**src/rtl/htwd_pkg.sv**
```systemverilog
// shared types and constants of the table walk huffman decoder
// no dependencies; used by htwd_ctrl, htwd_datapath and the top level
`timescale 1ns / 1ps

package htwd_pkg;

    // fixed field widths of the stream transactions
    localparam int ADDR_W    = 9;
    localparam int LEN_W     = 6;
    localparam int CODE_W    = 32;
    localparam int SYMBOL_W  = 12;
    localparam int SYM_MAX_W = 16;

    // s_tdata layout, lowest bit up
    localparam int ADDR_LSB = 0;
    localparam int LEN_LSB  = ADDR_LSB + ADDR_W;
    localparam int CODE_LSB = LEN_LSB + LEN_W;
    localparam int SYM_LSB  = CODE_LSB + CODE_W;
    localparam int BIT_LSB  = SYM_LSB + SYMBOL_W;
    localparam int S_DATA_W = 64;
    localparam int M_DATA_W = 16;

    // s_tuser command codes
    localparam logic CMD_WRITE = 1'b0;
    localparam logic CMD_BIT   = 1'b1;

    // controller to datapath commands
    typedef struct packed {
        logic write_entry;   // store the incoming codebook entry
        logic take_bit;      // shift in the stream bit, read the current entry
        logic step;          // advance to the next entry and read it
        logic emit;          // load the output register and restart the walk
        logic emit_zero;     // emitted symbol is zero (walk ran off the table)
        logic emit_match;    // emitted with the matched flag set
    } dp_cmd_t;

    // datapath to controller status
    typedef struct packed {
        logic len_lt;        // entry length below accumulated length
        logic len_eq;        // entry length equals accumulated length
        logic code_eq;       // accumulator equals entry codeword
        logic at_last;       // pointer sits on the last table entry
        logic at_max;        // accumulated length reached the code length limit
        logic out_free;      // output register can take a result this cycle
    } dp_status_t;

endpackage

```
**src/rtl/htwd_ctrl.sv**
```systemverilog
// walk controller of the table walk huffman decoder
// depends on htwd_pkg for the command and status structs
`timescale 1ns / 1ps

module htwd_ctrl (
    input  logic                  aclk,
    input  logic                  aresetn,
    input  logic                  in_valid,
    input  logic                  in_command,
    output logic                  in_ready,
    input  htwd_pkg::dp_status_t  status,
    output htwd_pkg::dp_cmd_t     cmd
);

    localparam logic ST_IDLE  = 1'b0;
    localparam logic ST_CHECK = 1'b1;

    logic state_reg;
    logic state_next;
    logic emit_now;
    logic len_gt;

    assign in_ready = (state_reg == ST_IDLE);
    assign len_gt   = !status.len_lt && !status.len_eq;

    // any walk outcome that produces a result
    assign emit_now = status.len_lt
                   || (status.len_eq && status.code_eq)
                   || (status.len_eq && !status.code_eq && status.at_last)
                   || (len_gt && status.at_max);

    always_comb begin
        state_next = state_reg;
        cmd        = '0;
        case (state_reg)
            ST_IDLE: begin
                if (in_valid) begin
                    if (in_command == htwd_pkg::CMD_WRITE) begin
                        cmd.write_entry = 1'b1;
                    end else begin
                        cmd.take_bit = 1'b1;
                        state_next   = ST_CHECK;
                    end
                end
            end
            ST_CHECK: begin
                if (emit_now) begin
                    // hold here until the output register frees up
                    if (status.out_free) begin
                        cmd.emit       = 1'b1;
                        cmd.emit_match = status.len_eq && status.code_eq;
                        cmd.emit_zero  = status.len_eq && !status.code_eq;
                        state_next     = ST_IDLE;
                    end
                end else if (status.len_eq) begin
                    cmd.step = 1'b1;
                end else begin
                    state_next = ST_IDLE;
                end
            end
            default: begin
                state_next = ST_IDLE;
            end
        endcase
    end

    always_ff @(posedge aclk) begin
        if (!aresetn) begin
            state_reg <= ST_IDLE;
        end else begin
            state_reg <= state_next;
        end
    end

endmodule

```
**config.mk**
```make
export PLATFORM = sky130hd
export DESIGN_NAME = htwd_ctrl
export DESIGN_NICKNAME = d
export VERILOG_FILES = /design/src/rtl/htwd_pkg.sv /design/src/rtl/htwd_ctrl.sv
export SDC_FILE = /design/constraint.sdc
export NUM_CORES = 1
export LEC_CHECK = 0
export BUFFER_PORTS_ARGS = -buffer_cell sky130_fd_sc_hd__clkbuf_2
export CAP_MARGIN = 20
export CORE_AREA = 2 2 39 41
export CTS_CLUSTER_DIAMETER = 60
export CTS_CLUSTER_SIZE = 10
export DETAILED_ROUTE_END_ITERATION = 6
export DIE_AREA = 0 0 41 43
export GPL_TIMING_DRIVEN = 0
export HOLD_SLACK_MARGIN = 0.06
export SLEW_MARGIN = 40
export SYNTH_ARGS = -nofsm -noshare
export SYNTH_HDL_FRONTEND = slang
export SYNTH_SLANG_ARGS = --single-unit
```
**constraint.sdc**
```tcl
create_clock -name aclk -period 0.9 [get_ports aclk]
set_clock_uncertainty 0.15 [all_clocks]
set_input_delay 0.18 -clock aclk [delete_from_list [all_inputs] [get_ports aclk]]
set_output_delay 0.18 -clock aclk [all_outputs]
set_load 0.05 [all_outputs]
```
* Word-level counts from Yosys, hierarchy flattened
Index checks and enable logic that the tools add are counted.
** Word-level totals
- Bits in registers :: 1
- Bits of input ports :: 10
- Output and inout port bits :: 7
- Word-level logic and storage cells :: 26
** Operators by class
- Mux-type cells :: 13
- Bitwise gates (word level) :: 1
- Reduce and logical (&&, ||, !) cells :: 11
** Operators with widths (count)
- 2-to-1 mux 1 bit :: 7
- 2-to-1 mux 3 bit :: 2
- logical AND 1 bit :: 5
- 2-to-1 mux 2 bit :: 2
- 2-to-1 mux 4 bit :: 1
- logical NOT 1 bit :: 3
- logical OR 1 bit :: 3
- one-hot mux 1 bit (2 select lines) :: 1
- inverter 1 bit :: 1

* Longest topological paths before layout
Gate-level depths: netlist of run 1.
- Depth after elaboration :: 7
- Depth in mapped cells :: 3
- Gate-level depth less buffers :: 3

* Worst setup path after synthesis of run 1
OpenSTA, ideal clock, no wires.
- Kind :: register to output
- Start :: register state_reg
- End :: output port cmd[1] (netlist name)
- Arrival time :: 1.571 ns
- Required time :: 0.570 ns
- Setup slack :: -1.001 ns
- Cell stages (with the launch flop) :: 3
- Cell sequence :: dfxtp_1 -> nand3_1 -> nor3_1
** RTL lines
- from (decl) :: line htwd_ctrl.sv:18 : logic state_reg;
- from (signal assigned) :: line htwd_ctrl.sv:71 : state_reg <= state_next;
- to (decl) :: line htwd_ctrl.sv:12 : output htwd_pkg::dp_cmd_t cmd

==> flow_summary.html, run 1 <==
<table>
<tr><th>Metric</th><th>Value</th></tr>
<tr><th colspan="2">Run status</th></tr>
<tr><td>Run status</td><td>finished, violations left</td></tr>
<tr><td>Violated checks</td><td>negative setup slack</td></tr>
<tr><th colspan="2">Synth</th></tr>
<tr><td>Largest area contributor in the netlist</td><td>dfxtp_1</td></tr>
<tr><td>Synth Area in Simple Gates</td><td>56.73%</td></tr>
<tr><td>Count of state elements after synthesis</td><td>1</td></tr>
<tr><td>Post-synthesis instance total</td><td>19</td></tr>
<tr><td>Average instance area after synthesis</td><td>6.849 um^2</td></tr>
<tr><td>Count of unique library cells instantiated by Yosys</td><td>15</td></tr>
<tr><td>Biggest area contributors in the synthesized netlist</td><td>dfxtp_1 15%, nor2_1 12%, nor4b_2 12%</td></tr>
<tr><td>Main combinational cell family by area after synthesis</td><td>simple AND/OR/NAND/NOR gates</td></tr>
<tr><td>Top post-synthesis cells by count</td><td>4 x nor2_1, 2 x inv_1</td></tr>
<tr><td>Number of warnings printed during yosys synthesis</td><td>0</td></tr>
<tr><td>Fraction of post-synthesis cell area in the top cell type by area</td><td>between 10% and 20%</td></tr>
<tr><td>Count of flip-flops with a built-in enable after synthesis</td><td>0</td></tr>
<tr><td>Xor and xnor fraction of the mapped netlist area</td><td>0%</td></tr>
<tr><td>Area fraction in compound gates after synthesis</td><td>22.12%</td></tr>
<tr><td>Dominant synthesized flop cell</td><td>dfxtp_1</td></tr>
<tr><td>Mapped cell area</td><td>130.1 um^2</td></tr>
<tr><td>Most frequently used cell type in the post-synthesis netlist</td><td>nor2_1</td></tr>
<tr><td>Sequential share of the synthesized area</td><td>between 10% and 20%</td></tr>
<tr><td>Area share of fa/ha/maj cells after synthesis</td><td>0%</td></tr>
<tr><td>Mapped Nets</td><td>29</td></tr>
<tr><td>Share of async-settable or async-resettable flops after synthesis</td><td>0%</td></tr>
<tr><td>Share of synthesized area spent on multiplexers</td><td>0%</td></tr>
<tr><th colspan="2">Timing</th></tr>
<tr><td>Final cycle utilization of the critical path</td><td>137.3%</td></tr>
<tr><td>Worst slew slack as a fraction of its limit</td><td>between 80% and 90%</td></tr>
<tr><td>Shortest clock period the worst path allows after layout</td><td>1.235 ns</td></tr>
<tr><td>Slack of the critical path</td><td>-0.3353 ns</td></tr>
<tr><td>Final-report setup violation count</td><td>7</td></tr>
<tr><td>Setup repair after global routing missed its margin</td><td>yes</td></tr>
<tr><td>Highest achievable clock rate</td><td>0.8095 GHz</td></tr>
<tr><td>Max-slew violations</td><td>0</td></tr>
<tr><td>Final hold violation count</td><td>0</td></tr>
<tr><td>Post-route setup TNS</td><td>-1.396 ns</td></tr>
<tr><td>Slew at the pin closest to its max-slew limit</td><td>about 0.22 ns</td></tr>
<tr><th colspan="2">Clock network</th></tr>
<tr><td>Cts hold-fix bufs</td><td>0</td></tr>
<tr><td>Clock latency at the later pin of the worst-skew pair</td><td>0 ns</td></tr>
<tr><td>Clock-pin slew of the registers on the worst-case setup and hold paths</td><td>0 ns</td></tr>
<tr><th colspan="2">Global routing</th></tr>
<tr><td>Vias in the first global route</td><td>228</td></tr>
<tr><td>Pin count of the biggest net entering global routing</td><td>7</td></tr>
<tr><td>Global-route wire length before repair</td><td>910 um</td></tr>
<tr><td>Combined global-route utilization of all metal layers</td><td>under 10%</td></tr>
<tr><td>Antenna violations before repair</td><td>0</td></tr>
<tr><td>Overflow left after global routing</td><td>0</td></tr>
<tr><th colspan="2">Floorplanning</th></tr>
<tr><td>Area of the core region</td><td>1384 um^2</td></tr>
<tr><td>Number of cell rows</td><td>14</td></tr>
<tr><td>Top-level I/O count</td><td>17</td></tr>
<tr><td>Initial core utilization</td><td>9.403%</td></tr>
<tr><td>Floorplan die height</td><td>43 um</td></tr>
<tr><td>Full die area</td><td>between 1500 and 2000 um^2</td></tr>
<tr><td>DIE WIDTH</td><td>41 um</td></tr>
<tr><th colspan="2">Final layout</th></tr>
<tr><td>Number of diodes added for antenna fixing</td><td>0</td></tr>
<tr><td>Layout Cells excl Fill</td><td>54</td></tr>
<tr><td>Fraction of final layout cells sized beyond drive strength 1</td><td>81.58%</td></tr>
<tr><td>Number of nets in the layout</td><td>50</td></tr>
<tr><td>Synthesis-to-finish area growth</td><td>249.0%</td></tr>
<tr><td>Largest register FFs</td><td>1</td></tr>
<tr><th colspan="2">Critical path</th></tr>
<tr><td>Type of element launching the critical path</td><td>input pin</td></tr>
<tr><td>RR Endpoint</td><td>state_reg</td></tr>
<tr><td>Worst path arrival time</td><td>0.91 ns</td></tr>
<tr><td>Register-to-register path setup slack</td><td>-0.09 ns</td></tr>
<tr><td>R2r worst-path depth</td><td>3</td></tr>
<tr><td>Critical path type</td><td>in -&gt; out</td></tr>
<tr><td>Maximum net fanout on the critical path</td><td>3</td></tr>
<tr><td>Startpoint of the most critical register-to-register path</td><td>state_reg</td></tr>
<tr><td>Crit. End Element</td><td>primary output</td></tr>
<tr><td>Data required time at the worst endpoint</td><td>0.57 ns</td></tr>
<tr><th colspan="2">Placement</th></tr>
<tr><td>Port Buf Inserts</td><td>16</td></tr>
<tr><td>GP Congestion</td><td>0.6251</td></tr>
<tr><td>HPWL reported at the end of detailed placement</td><td>373.9 um</td></tr>
<tr><td>Placed Instances</td><td>between 50 and 60</td></tr>
<tr><th colspan="2">Route</th></tr>
<tr><td>Drt wl/cell</td><td>10.81 um</td></tr>
<tr><td>Initial DRT Pass Iterations</td><td>2</td></tr>
<tr><td>Average via count per standard cell</td><td>approximately 4</td></tr>
<tr><td>DRC marker count from the first detailed-route iteration</td><td>2</td></tr>
<tr><td>Number of design rule violations left after detail routing</td><td>0</td></tr>
<tr><td>Post-detailed-route count of antenna-violating nets</td><td>0</td></tr>
<tr><td>Routed wire length</td><td>584 um</td></tr>
<tr><td>Count of vias placed by the detailed router</td><td>221</td></tr>
<tr><th colspan="2">Min path</th></tr>
<tr><td>Cell count of the worst hold path</td><td>3</td></tr>
<tr><td>Hold worst-path end</td><td>state_reg</td></tr>
<tr><td>Classification of the worst-slack hold path</td><td>in -&gt; reg</td></tr>
<tr><td>Startpoint of the worst hold path</td><td>aresetn</td></tr>
<tr><th colspan="2">Power</th></tr>
<tr><td>Largest voltage drop on the vdd net</td><td>0.1709 mV</td></tr>
<tr><td>Static power due to leakage</td><td>between 0.15 and 0.2 nW</td></tr>
<tr><td>Total power after layout</td><td>0.2428 mW</td></tr>
<tr><td>Cell area power density</td><td>534.5 nW/um^2</td></tr>
<tr><th colspan="2">Run</th></tr>
<tr><td>Number of maximum-capacitance constraint violations</td><td>0</td></tr>
</table>
[kinds of logic after synthesis]
group,count (synthesis)
AOI/OAI and AO/OA,4
DFF,1
and+or+nand+nor,12
buffers and inverters,2
[layer usage]
layer  track usage (%)  part of all wire (%)  vias up
li1                  -                     -      108
met1             6.051                    27      101
met2             15.94                    61       12
met3             1.571                    12        0
met4                 0                     0        0
met5                 0                     0        -
[critical path, stage by stage]
cell and delay, ns:
buf_8 0.10, nor4b_4 0.28, and2_4 0.19, clkbuf_16 0.15
[worst max path at each step]
stage | depth (start not counted) | endpoint | startpoint | slack, ns
floorplan | 2 | cmd[1] | state_reg | -0.36
global placement | 4 | cmd[3] | status[5] | -0.48
detailed placement | 4 | cmd[3] | status[3] | -0.48
CTS | 4 | cmd[3] | status[5] | -0.35
global route | 4 | cmd[3] | status[2] | -0.36
finish | 4 | cmd[3] | status[2] | -0.34
[repair_timing]
action	4_1_cts	5_1_grt
endpoints found under the hold margin	0	0
setup endpoints to repair	8	8
pin swaps	6	2
resized for setup	28	11
setup buffers	2	1
gates cloned	0	0
[final cells by class]
class	count	area [um^2]
Fill cell	150	929.6
Inverter	2	7.507
Multi-Input combinational cell	16	178.9
Sequential cell	1	23.77
Tap cell	16	20.02
Timing Repair Buffer	19	224.0
[power by group]
group | leakage (nW) | total, mW | switching (mW) | internal, mW
clock | 0 | 0 | 0 | 0
sequential | 0.00891 | 0.0540 | 0.00679 | 0.0472
combinational | 0.182 | 0.189 | 0.0955 | 0.0933
[stage by stage]
stage	area [um^2]	worst slack [ns]	hold slack, ns	utilization [%]
floorplan	172.7	-0.3629	0.1478	-
global placement	272.8	-0.4792	0.2565	19.71
detailed placement	272.8	-0.4819	0.2666	19.71
CTS	417.9	-0.3463	0.2682	30.20
global route	454.2	-0.3640	0.3098	32.82
finish	454.2	-0.3353	0.2931	32.82
[cells in the final DEF (no fill, tap or decap), types with 2 or more instances in the layout]
cell and n:
nor2_2 2, clkbuf_2 5, buf_8 8, buf_4 2
clkbuf_8 2
Power figures use the tool's default switching activity.
==> run 2: changes to the inputs <==
--- a/config.mk
+++ b/config.mk
@@ -7,13 +7,14 @@
 export LEC_CHECK = 0
 export BUFFER_PORTS_ARGS = -buffer_cell sky130_fd_sc_hd__clkbuf_2
 export CAP_MARGIN = 20
-export CORE_AREA = 2 2 39 41
+export CORE_AREA = 5 5 42 44
 export CTS_CLUSTER_DIAMETER = 60
 export CTS_CLUSTER_SIZE = 10
 export DETAILED_ROUTE_END_ITERATION = 6
-export DIE_AREA = 0 0 41 43
+export DIE_AREA = 0 0 47 49
 export GPL_TIMING_DRIVEN = 0
 export HOLD_SLACK_MARGIN = 0.06
+export PLACE_DENSITY_LB_ADDON = 0.3
 export SLEW_MARGIN = 40
 export SYNTH_ARGS = -nofsm -noshare
 export SYNTH_HDL_FRONTEND = slang
==> flow_summary.html, run 2 (same netlist as run 1, synthesis figures left out) <==
<table>
<tr><th>Metric</th><th>Value</th></tr>
<tr><th colspan="2">Run status</th></tr>
<tr><td>Run status</td><td>finished, violations left (unchanged)</td></tr>
<tr><td>Violated checks</td><td>negative setup slack (unchanged)</td></tr>
<tr><th colspan="2">Global routing</th></tr>
<tr><td>Global-route wire length before repair</td><td>952 um (was 910 um)</td></tr>
<tr><td>Pin count of the biggest net entering global routing</td><td>6 (was 7)</td></tr>
<tr><td>Combined global-route utilization of all metal layers</td><td>5.278% (was 7.307%)</td></tr>
<tr><td>Vias in the first global route</td><td>225 (was 228)</td></tr>
<tr><td>Antenna violations before repair</td><td>0 (unchanged)</td></tr>
<tr><td>Met1 track utilization from global routing</td><td>6.140% (was 6.051%)</td></tr>
<tr><td>Overflow left after global routing</td><td>0 (unchanged)</td></tr>
<tr><td>GRT Max-Usage Layer</td><td>met2 (unchanged)</td></tr>
<tr><td>GRT met2 Usage</td><td>9.276% (was 15.94%)</td></tr>
<tr><td>Met3 usage in global routing</td><td>2.214% (was 1.571%)</td></tr>
<tr><th colspan="2">Final layout</th></tr>
<tr><td>Number of diodes added for antenna fixing</td><td>0 (unchanged)</td></tr>
<tr><td>Largest register FFs</td><td>1 (unchanged)</td></tr>
<tr><td>Synthesis-to-finish area growth</td><td>243.3% (was 249.0%)</td></tr>
<tr><td>Fraction of final layout cells sized beyond drive strength 1</td><td>82.05% (was 81.58%)</td></tr>
<tr><td>Highest-count cells in the layout ignoring fill and taps</td><td>7 x buf_8, 5 x clkbuf_2, 3 x buf_4 (was 8 x buf_8, 5 x clkbuf_2, 2 x nor2_2, 2 x clkbuf_8, 2 x buf_4)</td></tr>
<tr><td>Number of nets in the layout</td><td>51 (was 50)</td></tr>
<tr><td>Leading cell type in the layout, fill and taps excluded</td><td>buf_8 (unchanged)</td></tr>
<tr><td>End-of-flow core utilization</td><td>31.87% (was 32.82%)</td></tr>
<tr><th colspan="2">Timing</th></tr>
<tr><td>Slew at the pin closest to its max-slew limit</td><td>0.2209 ns (was 0.2196 ns)</td></tr>
<tr><td>Highest achievable clock rate</td><td>0.8026 GHz (was 0.8095 GHz)</td></tr>
<tr><td>Final hold violation count</td><td>0 (unchanged)</td></tr>
<tr><td>Slack of the critical path</td><td>-0.3459 ns (was -0.3353 ns)</td></tr>
<tr><td>Setup repair after global routing missed its margin</td><td>yes (unchanged)</td></tr>
<tr><td>Worst slew slack as a fraction of its limit</td><td>85.21% (was 85.30%)</td></tr>
<tr><td>Max-slew violations</td><td>0 (unchanged)</td></tr>
<tr><td>Final-report setup violation count</td><td>8 (was 7)</td></tr>
<tr><td>Final cycle utilization of the critical path</td><td>138.4% (was 137.3%)</td></tr>
<tr><td>Shortest clock period the worst path allows after layout</td><td>1.246 ns (was 1.235 ns)</td></tr>
<tr><th colspan="2">Floorplanning</th></tr>
<tr><td>Area of the core region</td><td>1401 um^2 (was 1384 um^2)</td></tr>
<tr><td>Full die area</td><td>2303 um^2 (was 1763 um^2)</td></tr>
<tr><td>Floorplan die height</td><td>49 um (was 43 um)</td></tr>
<tr><td>Top-level I/O count</td><td>17 (unchanged)</td></tr>
<tr><td>DIE WIDTH</td><td>47 um (was 41 um)</td></tr>
<tr><td>Initial core utilization</td><td>9.286% (was 9.403%)</td></tr>
<tr><td>Number of cell rows</td><td>14 (unchanged)</td></tr>
<tr><th colspan="2">Placement</th></tr>
<tr><td>Port Buf Inserts</td><td>16 (unchanged)</td></tr>
<tr><td>Setup slack at placement</td><td>-0.4860 ns (was -0.4819 ns)</td></tr>
<tr><td>GP Congestion</td><td>0.6354 (was 0.6251)</td></tr>
<tr><th colspan="2">Critical path</th></tr>
<tr><td>RR Endpoint</td><td>state_reg (unchanged)</td></tr>
<tr><td>Worst path arrival time</td><td>0.92 ns (was 0.91 ns)</td></tr>
<tr><td>Critical path type</td><td>in -&gt; out (unchanged)</td></tr>
<tr><td>R2r worst-path depth</td><td>3 (unchanged)</td></tr>
<tr><td>Crit. End Element</td><td>primary output (unchanged)</td></tr>
<tr><td>Startpoint of the most critical register-to-register path</td><td>state_reg (unchanged)</td></tr>
<tr><td>Data required time at the worst endpoint</td><td>0.57 ns (about the same)</td></tr>
<tr><td>Maximum net fanout on the critical path</td><td>3 (unchanged)</td></tr>
<tr><td>Register-to-register path setup slack</td><td>-0.09 ns (about the same)</td></tr>
<tr><td>Type of element launching the critical path</td><td>input pin (unchanged)</td></tr>
<tr><th colspan="2">Clock network</th></tr>
<tr><td>Clock-pin slew of the registers on the worst-case setup and hold paths</td><td>0 ns (about the same)</td></tr>
<tr><td>Cts hold-fix bufs</td><td>0 (unchanged)</td></tr>
<tr><td>Clock latency at the later pin of the worst-skew pair</td><td>0 ns (about the same)</td></tr>
<tr><th colspan="2">Route</th></tr>
<tr><td>Drt wl/cell</td><td>11.35 um (was 10.81 um)</td></tr>
<tr><td>Initial DRT Pass Iterations</td><td>2 (unchanged)</td></tr>
<tr><td>Average via count per standard cell</td><td>3.982 (was 4.093)</td></tr>
<tr><td>Routed wire length</td><td>624 um (was 584 um)</td></tr>
<tr><td>DRC marker count from the first detailed-route iteration</td><td>2 (unchanged)</td></tr>
<tr><td>Count of vias placed by the detailed router</td><td>219 (was 221)</td></tr>
<tr><td>Number of design rule violations left after detail routing</td><td>0 (unchanged)</td></tr>
<tr><td>Post-detailed-route count of antenna-violating nets</td><td>0 (unchanged)</td></tr>
<tr><th colspan="2">Power</th></tr>
<tr><td>Cell area power density</td><td>538.1 nW/um^2 (was 534.5 nW/um^2)</td></tr>
<tr><td>Largest voltage drop on the vdd net</td><td>0.1853 mV (was 0.1709 mV)</td></tr>
<tr><td>Static power due to leakage</td><td>0.1924 nW (was 0.1905 nW)</td></tr>
<tr><th colspan="2">Min path</th></tr>
<tr><td>Hold worst-path end</td><td>state_reg (unchanged)</td></tr>
<tr><td>Cell count of the worst hold path</td><td>3 (unchanged)</td></tr>
<tr><td>Startpoint of the worst hold path</td><td>aresetn (unchanged)</td></tr>
<tr><td>Classification of the worst-slack hold path</td><td>in -&gt; reg (unchanged)</td></tr>
<tr><th colspan="2">Run</th></tr>
<tr><td>Number of maximum-capacitance constraint violations</td><td>0 (unchanged)</td></tr>
</table>
-- run 2: worst max-delay path, cell delays in order --
cell and delay, ns:
buf_8 0.10, nor4b_4 0.28, and2_4 0.19, clkbuf_16 0.15
-- run 2: routing by layer --
metal	vias to the layer above	share of wire (%)
met1	92	38
met3	0	15
met5	-	0
met2	17	46
met4	0	0
li1	110	-
-- run 2: power breakdown --
part,internal [mW],switching [mW]
clock network,0,0
registers,0.0472,0.00630
logic,0.0921,0.0948
total,0.139,0.101
-- run 2: layout make-up --
class                   instances  area [um^2]
inverters                       2        10.01
well taps                      16        20.02
repair buffers                 20        224.0
multi-input cells              16        168.9
fillers                       148        954.7
flip-flops and latches          1        23.77
-- run 2: worst max-delay path by stage --
stage                     startpoint      to  slack, ns  cells after the start
after detailed placement   status[3]  cmd[3]      -0.49                      4
after global routing       status[2]  cmd[3]      -0.35                      4
after floorplan            state_reg  cmd[1]      -0.36                      2
after global placement     status[3]  cmd[3]      -0.50                      4
after CTS                  status[5]  cmd[3]      -0.36                      4
final                      status[2]  cmd[3]      -0.35                      4
-- run 2: metrics by stage --
| stage | instances | power, mW | setup TNS [ns] | hold slack (ns) | instance area, um^2 |
|---|---|---|---|---|---|
| global placement | 51 | 0.1695 | -2.301 | 0.2654 | 272.8 |
| floorplan | 19 | 0.1216 | -1.867 | 0.1478 | 172.7 |
| CTS | 53 | 0.2186 | -1.556 | 0.2775 | 411.6 |
| global route | 55 | 0.2524 | -1.745 | 0.3134 | 446.7 |
| detailed placement | 51 | 0.1697 | -2.325 | 0.2745 | 272.8 |
| finish | 55 | 0.2403 | -1.533 | 0.2743 | 446.7 |
-- run 2: repair_timing --
| action | in CTS | in global routing |
|---|---|---|
| pin swaps | 7 | 3 |
| endpoints found under the setup margin | 8 | 8 |
| resized for setup | 27 | 10 |
| buffers inserted | 2 | 2 |
| endpoints found under the hold margin | 0 | 0 |
